--- src/design/rfd_pkg.sv ---
// ----------------------------------------------------------------------------
// rfd_pkg
// Widths, payload types and the square-root step shared by the refraction
// pipeline.
// ----------------------------------------------------------------------------
package rfd_pkg;

    localparam int CW     = 16;          // Q2.14 component / Q4.12 ratio
    localparam int PROD_W = 2 * CW;      // I_i * N_i
    localparam int DOT_W  = 33;          // cos, Q.28
    localparam int COSN_W = DOT_W + CW;  // cos * N_i
    localparam int SUM_W  = 50;          // I_i*2^28 + cos*N_i
    localparam int T_W    = 21;          // t_i, Q.14
    localparam int TE_W   = 38;          // t_i * eta
    localparam int P_W    = 25;          // p_i, Q.14
    localparam int SQ_W   = 2 * P_W;     // p_i^2
    localparam int L_W    = 52;          // |P|^2 and 1 - |P|^2
    localparam int RAD_W  = 50;          // sqrt radicand
    localparam int S_W    = RAD_W / 2;   // sqrt root
    localparam int REM_W  = S_W + 3;     // sqrt remainder
    localparam int SN_W   = S_W + 1 + CW; // s * N_i
    localparam int OV_W   = 44;          // p_i*2^14 - s*N_i

    localparam int SQ_STAGES = 5;
    localparam int SQ_STEPS  = S_W / SQ_STAGES;

    localparam logic signed [SUM_W-1:0] T_RND  = SUM_W'(1) << 27;
    localparam logic signed [TE_W-1:0]  P_RND  = TE_W'(1) << 11;
    localparam logic signed [OV_W-1:0]  O_RND  = OV_W'(1) << 13;
    localparam logic signed [DOT_W:0]   ONE_Q28 = (DOT_W + 1)'(1) << 28;
    localparam logic signed [L_W-1:0]   ONE_L   = L_W'(1) << 28;

    typedef struct packed {
        logic [2:0][P_W-1:0] p;
        logic [2:0][CW-1:0]  nrm;
    } side_t;

    typedef struct packed {
        logic [RAD_W-1:0] rad;
        logic [REM_W-1:0] rem;
        logic [S_W-1:0]   root;
    } sqrt_st_t;

    // one digit of the restoring square root
    function automatic sqrt_st_t sqrt_step(sqrt_st_t st);
        logic [REM_W-1:0] r;
        logic [REM_W-1:0] tr;
        sqrt_st_t         o;
        r  = {st.rem[REM_W-3:0], st.rad[RAD_W-1:RAD_W-2]};
        tr = {1'b0, st.root, 2'b01};
        o.rad = {st.rad[RAD_W-3:0], 2'b00};
        if (r >= tr)
        begin
            o.rem  = r - tr;
            o.root = {st.root[S_W-2:0], 1'b1};
        end
        else
        begin
            o.rem  = r;
            o.root = {st.root[S_W-2:0], 1'b0};
        end
        return o;
    endfunction

endpackage

--- src/design/rfd_sqrt.sv ---
// ----------------------------------------------------------------------------
// rfd_sqrt
// Pipelined integer square root, a few root bits per stage; the side
// payload rides along.
// ----------------------------------------------------------------------------
module rfd_sqrt (
    input  logic [rfd_pkg::SQ_STAGES-1:0] en,
    input  logic                          clk,
    input  logic [rfd_pkg::RAD_W-1:0]     rad,
    input  rfd_pkg::side_t                side_in,
    output logic [rfd_pkg::S_W-1:0]       root,
    output rfd_pkg::side_t                side_out
);

    localparam int NS = rfd_pkg::SQ_STAGES;

    rfd_pkg::sqrt_st_t st_reg  [NS];
    rfd_pkg::sqrt_st_t st_next [NS];
    rfd_pkg::side_t    side_reg [NS];

    always_comb
    begin
        rfd_pkg::sqrt_st_t w;
        w.rad  = rad;
        w.rem  = '0;
        w.root = '0;
        for (int j = 0; j < rfd_pkg::SQ_STEPS; j++)
        begin
            w = rfd_pkg::sqrt_step(w);
        end
        st_next[0] = w;
        for (int k = 1; k < NS; k++)
        begin
            w = st_reg[k-1];
            for (int j = 0; j < rfd_pkg::SQ_STEPS; j++)
            begin
                w = rfd_pkg::sqrt_step(w);
            end
            st_next[k] = w;
        end
    end

    always_ff @(posedge clk)
    begin
        if (en[0])
        begin
            st_reg[0]   <= st_next[0];
            side_reg[0] <= side_in;
        end
        for (int k = 1; k < NS; k++)
        begin
            if (en[k])
            begin
                st_reg[k]   <= st_next[k];
                side_reg[k] <= side_reg[k-1];
            end
        end
    end

    assign root     = st_reg[NS-1].root;
    assign side_out = side_reg[NS-1];

endmodule

--- config.mk ---
export PLATFORM = sky130hd
export DESIGN_NAME = rfd_sqrt
export DESIGN_NICKNAME = d
export VERILOG_FILES = /design/src/design/rfd_pkg.sv /design/src/design/rfd_sqrt.sv
export SDC_FILE = /design/constraint.sdc
export NUM_CORES = 2
export LEC_CHECK = 0
export BUFFER_PORTS_ARGS = -buffer_cell sky130_fd_sc_hd__buf_2
export CAP_MARGIN = 20
export CORE_AREA = 2 2 354 356
export DETAILED_ROUTE_END_ITERATION = 12
export DIE_AREA = 0 0 356 358
export PLACE_DENSITY = 0.61
export SLEW_MARGIN = 20
export SYNTH_ARGS = -nofsm -noshare
export SYNTH_HDL_FRONTEND = slang
export SYNTH_SLANG_ARGS = --single-unit
--- constraint.sdc ---
create_clock -name clk -period 44.6 [get_ports clk]
set_input_delay 4.46 -clock clk [delete_from_list [all_inputs] [get_ports clk]]
set_output_delay 4.46 -clock clk [all_outputs]
set_load 0.01 [all_outputs]
==> impl_metrics.ini <==
[sta]
final.min_clock_period_ps = 17350
slew_violations = 0
maxSlewHeadroom = 0.264
hold_viol_final = 0
fmax_ghz = 0.0576
setup_viol = 0
fin_worst_skew_ps = 49.2
timing.setup.tns_ps = 0
rsz0062_at_grt = false
tightest_slew_ps = 1090
min_period_over_period = 0.389

[yosys]
synth_compound_area_frac = 0.161
yosys_register_bits = 894
synth_edf_count = 894
synth_top_family_by_area = compound AO/OA/AOI/OAI gates
yosys.area.top_type = edfxtp_1
ys_types = 115
synth_fa_ha_area_frac = 0.0791
synth_xor_area_frac = 0.0655
syn_area_per_cell_um2 = 10.6
synth_async_sr_flop_share = 0
ys_top_cells_by_area = edfxtp_1 (48%), ha_1 (7.9%), xnor2_1 (4.4%), a21oi_1 (4.0%), nor2_1 (2.8%)
postSynthCellCount = 5223
dominantRegCellSynth = edfxtp_1
syn-cell-area_um2 = 55400
synth_top_cell_area_share = 0.485
synthSimpleGateAreaFrac = 0.148
ys.warnings.count = 0
synthMuxAreaShare = 0.0157
ys_seq_area_frac = 0.485

[drt]
first_pass_iters = 5
wl_um = 159000
final_antenna_net_count = 0
routed-via-count = 41229
drc = 0
routed_via_density = 5.79
drt-initial-drc-count = 3797
wl_per_cell_um = 22.4

[clock_network]
clkLatencyLatePin_ps = 720
cts_tree = built
ctsResizeCount = 0
htreeDepth = 3
clkSinkCount = 894
cts_buffers = 96
cts_setup_buffers = 0
root_buffer = clkbuf_16
cts_buffer_depth = 3
clkSlewWorstSetupHoldPaths_ps = 60
cts_hold_buf = 0

[setup_path]
crit_type = flop to flop
cp-start-kind = flop
slowest_delay_ps = 620
cp_slowest_cell = nor4_1
cp-end-kind = flop
worstPathRequired_ps = 45060
crit_arrival_ps = 17810
worst_path_most_repeated_cell = a21o_1
cp_max_fo = 22

[die]
die_h_um = 358
io_pins = 327
die_area_um2 = 127000
core_area_um2 = 123000
die_x_um = 356
start_util = 0.449
rows = 129

[final_layout]
drive_gt1_frac = 0.121
final_cell_mix = edfxtp_1 (894), a21oi_1 (445), nor2_1 (407)
fin_nets = 5923
fillers = 11326
final_common_cell = edfxtp_1
area_growth_pct = 9.78
largest_reg_flops = 615

[hold_path]
worstHoldPathType = flop to flop

[global_route]
grt_pass1_vias = 38780
grt_util_all_layers = 0.244
grt.overflow.total = 0
antenna_found_initial = 22
grt_first_pass_wirelength_um = 239000
grt_max_degree = 149

[place]
gp_congestion = 0.933
io_buffers = 326
post-dp-hpwl_um = 121000

[run]
drv_cap = 0

[outcome]
status = complete, no violations
## per-stage QoR
step	util	cell area (µm²)	cells	hold WS, ps	worst slack [ps]
after floorplan	-	55400	5225	400	30390
after global placement	0.468	57700	6932	400	27610
after detailed placement	0.468	57700	6933	405	27590
after CTS	0.493	60800	7111	383	27580
after global routing	0.493	60800	7115	376	26110
final	0.493	60800	7118	380	27250
## critical path: cells and delay by family (launching register included)
family	cells	cell delay (ps)
XOR/XNOR	3	560
flip-flops	1	390
AO/OA/AOI/OAI	25	5890
AND/OR/NAND/NOR	21	5930
adder cells (fa/ha/maj)	5	1610
buffers and inverters	5	2410
multiplexers	1	240
## cells by family (layout without fill, tap and decap cells)
logic type	Yosys count	after routing
XOR/XNOR	413	413
flip-flops	894	894
other	1	10
AND/OR/NAND/NOR	1606	1606
multiplexers	78	78
AO/OA/AOI/OAI	1374	1374
adder cells (fa/ha/maj)	350	350
buffers and inverters	507	756
## synthesized netlist by cell type, drive strengths merged, types with 60 or more instances
cell and n:
edfxtp 894, a21oi 447, nor2 407, nand2 377
ha 350, xnor2 276, o21ai 261, inv 215
buf 194, a21o 145, xor2 137, nand3 132
nor3 117, clkbuf 92, nand4 85, nand2b 62
or3 61, mux2 60
## per-layer routing
| layer | routed length (µm) | vias up | track usage |
|---|---|---|---|
| met5 | 0 | - | 0 |
| met4 | 3860 | 0 | 0.0700 |
| met3 | 8210 | 204 | 0.0275 |
| met2 | 73700 | 1198 | 0.395 |
| met1 | 73400 | 20009 | 0.346 |
| li1 | - | 19818 | - |
## worst paths after layout
path | slack [ps] | depth (start not counted) | end | from
hold / removal | 380 | 0 | side_reg[0][595] | side_reg[0][472]
setup reg to reg | 27250 | 60 | st_reg[0][230] | st_reg[0][101]
setup / recovery | 27250 | 60 | st_reg[0][230] | st_reg[0][101]
hold reg to reg | 380 | 0 | side_reg[0][595] | side_reg[0][472]
## cell type report
class                      instances  area (µm²)  area share
antenna                            7        17.5    0.000288
clock buffer                     114        2470      0.0406
clock inverter                    64         627      0.0103
inverter                         221         831      0.0137
multi-input combinational       3824       26000       0.428
sequential                       894       26800       0.442
tap                             1637        2050      0.0337
timing repair buffer             357        1920      0.0316
Power is not shown: default switching activity piles up to over one toggle a cycle in this logic, so the estimate is an artifact.
