`src/design/rfd_pkg.sv`:
```
// ----------------------------------------------------------------------------
// rfd_pkg
// Widths, payload types and the square-root step shared by the refraction
// pipeline.
// ----------------------------------------------------------------------------
package rfd_pkg;

    localparam int CW     = 16;          // Q2.14 component / Q4.12 ratio
    localparam int PROD_W = 2 * CW;      // I_i * N_i
    localparam int DOT_W  = 33;          // cos, Q.28
    localparam int COSN_W = DOT_W + CW;  // cos * N_i
    localparam int SUM_W  = 50;          // I_i*2^28 + cos*N_i
    localparam int T_W    = 21;          // t_i, Q.14
    localparam int TE_W   = 38;          // t_i * eta
    localparam int P_W    = 25;          // p_i, Q.14
    localparam int SQ_W   = 2 * P_W;     // p_i^2
    localparam int L_W    = 52;          // |P|^2 and 1 - |P|^2
    localparam int RAD_W  = 50;          // sqrt radicand
    localparam int S_W    = RAD_W / 2;   // sqrt root
    localparam int REM_W  = S_W + 3;     // sqrt remainder
    localparam int SN_W   = S_W + 1 + CW; // s * N_i
    localparam int OV_W   = 44;          // p_i*2^14 - s*N_i

    localparam int SQ_STAGES = 5;
    localparam int SQ_STEPS  = S_W / SQ_STAGES;

    localparam logic signed [SUM_W-1:0] T_RND  = SUM_W'(1) << 27;
    localparam logic signed [TE_W-1:0]  P_RND  = TE_W'(1) << 11;
    localparam logic signed [OV_W-1:0]  O_RND  = OV_W'(1) << 13;
    localparam logic signed [DOT_W:0]   ONE_Q28 = (DOT_W + 1)'(1) << 28;
    localparam logic signed [L_W-1:0]   ONE_L   = L_W'(1) << 28;

    typedef struct packed {
        logic [2:0][P_W-1:0] p;
        logic [2:0][CW-1:0]  nrm;
    } side_t;

    typedef struct packed {
        logic [RAD_W-1:0] rad;
        logic [REM_W-1:0] rem;
        logic [S_W-1:0]   root;
    } sqrt_st_t;

    // one digit of the restoring square root
    function automatic sqrt_st_t sqrt_step(sqrt_st_t st);
        logic [REM_W-1:0] r;
        logic [REM_W-1:0] tr;
        sqrt_st_t         o;
        r  = {st.rem[REM_W-3:0], st.rad[RAD_W-1:RAD_W-2]};
        tr = {1'b0, st.root, 2'b01};
        o.rad = {st.rad[RAD_W-3:0], 2'b00};
        if (r >= tr)
        begin
            o.rem  = r - tr;
            o.root = {st.root[S_W-2:0], 1'b1};
        end
        else
        begin
            o.rem  = r;
            o.root = {st.root[S_W-2:0], 1'b0};
        end
        return o;
    endfunction

endpackage

```
`src/design/rfd_out.sv`:
```
// ----------------------------------------------------------------------------
// rfd_out
// Two stages: s * N_i, then P - s*N rounded to Q2.14 and saturated.
// ----------------------------------------------------------------------------
module rfd_out (
    input  logic                           clk,
    input  logic [1:0]                     en,
    input  logic [rfd_pkg::S_W-1:0]        root,
    input  rfd_pkg::side_t                 side,
    output logic signed [rfd_pkg::CW-1:0]  refracted_x,
    output logic signed [rfd_pkg::CW-1:0]  refracted_y,
    output logic signed [rfd_pkg::CW-1:0]  refracted_z
);

    localparam int CW = rfd_pkg::CW;

    logic signed [rfd_pkg::SN_W-1:0] sn_reg  [3];
    logic signed [rfd_pkg::SN_W-1:0] sn_next [3];
    logic signed [rfd_pkg::P_W-1:0]  p_reg   [3];
    logic signed [CW-1:0]            o_reg   [3];
    logic signed [CW-1:0]            o_next  [3];

    always_comb
    begin
        logic signed [rfd_pkg::OV_W-1:0] v;
        logic signed [rfd_pkg::OV_W-15:0] r;
        for (int i = 0; i < 3; i++)
        begin
            sn_next[i] = $signed({1'b0, root}) * $signed(side.nrm[i]);
            v = (rfd_pkg::OV_W'(p_reg[i]) <<< 14) - rfd_pkg::OV_W'(sn_reg[i])
              + rfd_pkg::O_RND;
            r = v[rfd_pkg::OV_W-1:14];
            if (r > (rfd_pkg::OV_W - 14)'(32767))
            begin
                o_next[i] = CW'(32767);
            end
            else if (r < -(rfd_pkg::OV_W - 14)'(32768))
            begin
                o_next[i] = {1'b1, {(CW-1){1'b0}}};
            end
            else
            begin
                o_next[i] = r[CW-1:0];
            end
        end
    end

    always_ff @(posedge clk)
    begin
        if (en[0])
        begin
            sn_reg <= sn_next;
            for (int i = 0; i < 3; i++)
            begin
                p_reg[i] <= $signed(side.p[i]);
            end
        end
        if (en[1])
        begin
            o_reg <= o_next;
        end
    end

    assign refracted_x = o_reg[0];
    assign refracted_y = o_reg[1];
    assign refracted_z = o_reg[2];

endmodule

```
`config.mk`:
```
export PLATFORM = sky130hd
export DESIGN_NAME = rfd_out
export DESIGN_NICKNAME = d
export VERILOG_FILES = /design/src/design/rfd_pkg.sv /design/src/design/rfd_out.sv
export SDC_FILE = /design/constraint.sdc
export NUM_CORES = 2
export LEC_CHECK = 0
export BUFFER_PORTS_ARGS = -buffer_cell sky130_fd_sc_hd__buf_2
export CORE_UTILIZATION = 30
export CTS_BUF_LIST = sky130_fd_sc_hd__clkbuf_4 sky130_fd_sc_hd__clkbuf_8
export CTS_CLUSTER_DIAMETER = 50
export DETAILED_ROUTE_END_ITERATION = 8
export PLACE_DENSITY = 0.56
export SLEW_MARGIN = 20
export SYNTH_ARGS = -nofsm -noshare
export SYNTH_HDL_FRONTEND = slang
export SYNTH_SLANG_ARGS = --single-unit
export TNS_END_PERCENT = 50
```
`constraint.sdc`:
```
create_clock -name clk -period 11.7 [get_ports clk]
set_input_delay 1.755 -clock clk [delete_from_list [all_inputs] [get_ports clk]]
set_output_delay 1.755 -clock clk [all_outputs]
set_load 0.05 [all_outputs]
```
==> results.py <==
metrics = {
    "status": {
        "status": "finished, final reports clean",
    },
    "synth": {
        "synth_cell_types": 103,
        "yosys-top-cells-area": "fa_1 37%, edfxtp_1 14%, ha_1 12%",
        "synth_area_um2": 52600,
        "syn_inst": 5683,
        "synth_top_family_by_area": "adder cells",
        "synth-seq-area-share_pct": 14.2,
        "muxShareOfSynthArea_pct": 0.0762,
        "ys.flop_type": "edfxtp_1",
        "synth_compound_area_share_pct": 7.05,
        "yosysWarningCount": 0,
        "synth_edf_count": 249,
        "yosysTopAreaCell": "fa_1",
        "ys_ff_latch": 249,
        "ys_async_sr_fraction_pct": 0,
        "synthSimpleGateAreaFrac_pct": 15.8,
        "syn_nets": 7298,
        "synthAdderAreaFrac_pct": 48.6,
        "synth_xor_area_share_pct": 2.81,
        "syn_area_per_cell_um2": 9.25,
        "synth_top_area_share_pct": 36.6,
    },
    "clock_tree": {
        "postCtsHoldBufs": 0,
        "cts_buffer_depth": 3,
        "clk_latency_ps": 740,
        "root_buffer": "clkbuf_8",
        "tritoncts": "yes",
        "cts_buffers": 53,
        "cts.sinks": 249,
        "post_cts_buffers": 0,
        "cts.repair.resized": 0,
        "htree_levels": 2,
        "clk_pin_slew_ps": 60,
    },
    "sta": {
        "finalMaxSlewViolations": 0,
        "final_hold_viol_count": 0,
        "tightestPinTransition_ps": 1040,
        "setup-tns-final_ps": 0,
        "fin_crit_ps": 8760,
        "rsz0062_at_grt": "false",
        "slew_headroom_pct": 30.0,
        "setup_viol": 0,
        "period_share_pct": 74.9,
        "fmax_mhz": 114,
        "fin_ws_ps": 2940,
        "clock_skew_ps": 46.3,
    },
    "critical_path": {
        "critical_path_peak_fanout": 31,
        "critPathCaptureType": "register",
        "cp.required_ps": 12150,
        "critPathLaunchType": "primary input",
        "worst-setup-path-type": "primary input to register",
        "crit_arrival_ps": 9210,
    },
    "detailed_routing": {
        "wl_mm": 135,
        "drt_pass1_iterations": 5,
        "wl_per_cell_um": 16.7,
        "num_vias": 37300,
        "drc": 0,
        "ant_nets": 0,
        "viasPerCell": 4.60,
        "drtIter0Drc": 1637,
    },
    "global_route": {
        "grt_max_degree": 71,
        "grt.total_usage_pct": 15.7,
        "antenna_found_initial": 34,
        "grt_overflow": 0,
        "grt_pass1_vias": 40500,
        "grt_pass1_wl_mm": 218,
    },
    "cells_and_area": {
        "register_area_um2": 7480,
        "final_common_cell": "inv_1",
        "area_delta_synth_final_pct": 8.54,
        "largest_register_ffs": 126,
        "mostFrequentLayoutCells": "1333 x inv_1, 960 x fa_1, 703 x nand2_1",
        "instances_no_fill": 8098,
        "final_net_count": 7333,
        "drive_above_1_share_pct": 6.98,
        "fillCellCount": 18000,
        "multi_input_area_um2": 39100,
    },
    "die": {
        "start_util_pct": 30.2,
        "dieArea_um2": 177000,
        "die_w_um": 421,
        "fp.coreArea_um2": 174000,
        "die_height_um": 421,
        "num_rows": 153,
        "io_pins": 199,
    },
    "place": {
        "hpwl_mm": 107,
        "io_buffers": 198,
        "dp_slack_ps": 2190,
        "place_inst": 7988,
        "place.gp.congestion": 0.832,
    },
    "job": {
        "drv_cap": 0,
    },
    "hold_path": {
        "holdCritPathClass": "register to register",
    },
}
[synth_stat cells, types with 6 or more instances]
library cell	instances
ha_1	504
edfxtp_1	249
or2_2	9
nand2b_1	48
nor2b_1	28
o31ai_1	7
fa_1	960
nor4_1	12
o21ai_0	65
and4_1	7
o22ai_1	6
o21a_1	19
a31o_1	11
nand3_1	38
o21bai_1	19
o21ai_2	10
and2_1	520
nor3_1	51
and3_1	20
nand4_1	25
a21oi_1	158
or3_1	18
nand2_1	703
o21ai_1	17
o211ai_1	7
xnor2_1	116
a21o_1	74
inv_1	1333
xor2_1	51
a211oi_1	17
nor2_1	176
clkbuf_1	243
a31oi_1	16
[layout make-up]
cell class | count | share of cell area (%)
flip-flops and latches | 249 | 13.1
inverters | 1337 | 8.80
repair buffers | 235 | 2.25
multi-input cells | 3842 | 68.5
diodes | 15 | 0.0658
clock inverters | 34 | 0.807
clock buffers | 61 | 1.38
well taps | 2325 | 5.10
[logic make-up after synthesis]
kind of cell,Yosys count
flip-flops,249
AND/OR/NAND/NOR,1683
AO/OA/AOI/OAI,523
adder cells (fa/ha/maj),1464
XOR/XNOR,168
multiplexers,4
buffers and inverters,1592
[through the flow]
| step | util, % | hold slack (ps) | instance area [µm²] |
|---|---|---|---|
| after floorplan | - | 710 | 52600 |
| after global placement | 32.0 | 800 | 55800 |
| after detailed placement | 32.0 | 801 | 55800 |
| after CTS | 32.8 | 813 | 57000 |
| after global routing | 32.8 | 859 | 57000 |
| final | 32.8 | 799 | 57000 |
[worst max-delay path, cell delays in order]
cell	delay (ps)
buf_2	540
buf_4	350
nand2_1	110
fa_1	560
inv_1	60
fa_1	500
inv_1	60
fa_1	550
inv_1	60
fa_1	380
fa_1	530
inv_1	50
fa_1	490
inv_1	40
ha_1	330
a21o_1	190
a21o_1	170
a2111oi_0	410
o32ai_1	160
a41oi_1	340
o21ai_1	260
a2111o_1	510
a21oi_1	200
o21ai_1	100
o41ai_1	340
xnor2_1	100
[worst paths after layout]
path                    start              to  slack (ps)  cells past startpoint
setup / recovery      root[7]      sn_reg[80]        2940                     26
hold / removal     sn_reg[55]  refracted_y[0]         800                      3
setup reg to reg  p_reg[0][0]  refracted_x[0]        7120                     12
hold reg to reg    sn_reg[55]  refracted_y[0]         800                      3
[per-layer routing]
layer  part of all wire [%]  global-route usage (%)
met5                  0.060                       0
met4                    2.6                    4.46
met3                    4.0                    2.14
met2                     52                    28.7
met1                     42                    19.1
Power is not shown: default switching activity piles up to over one toggle a cycle in this logic, so the estimate is an artifact.
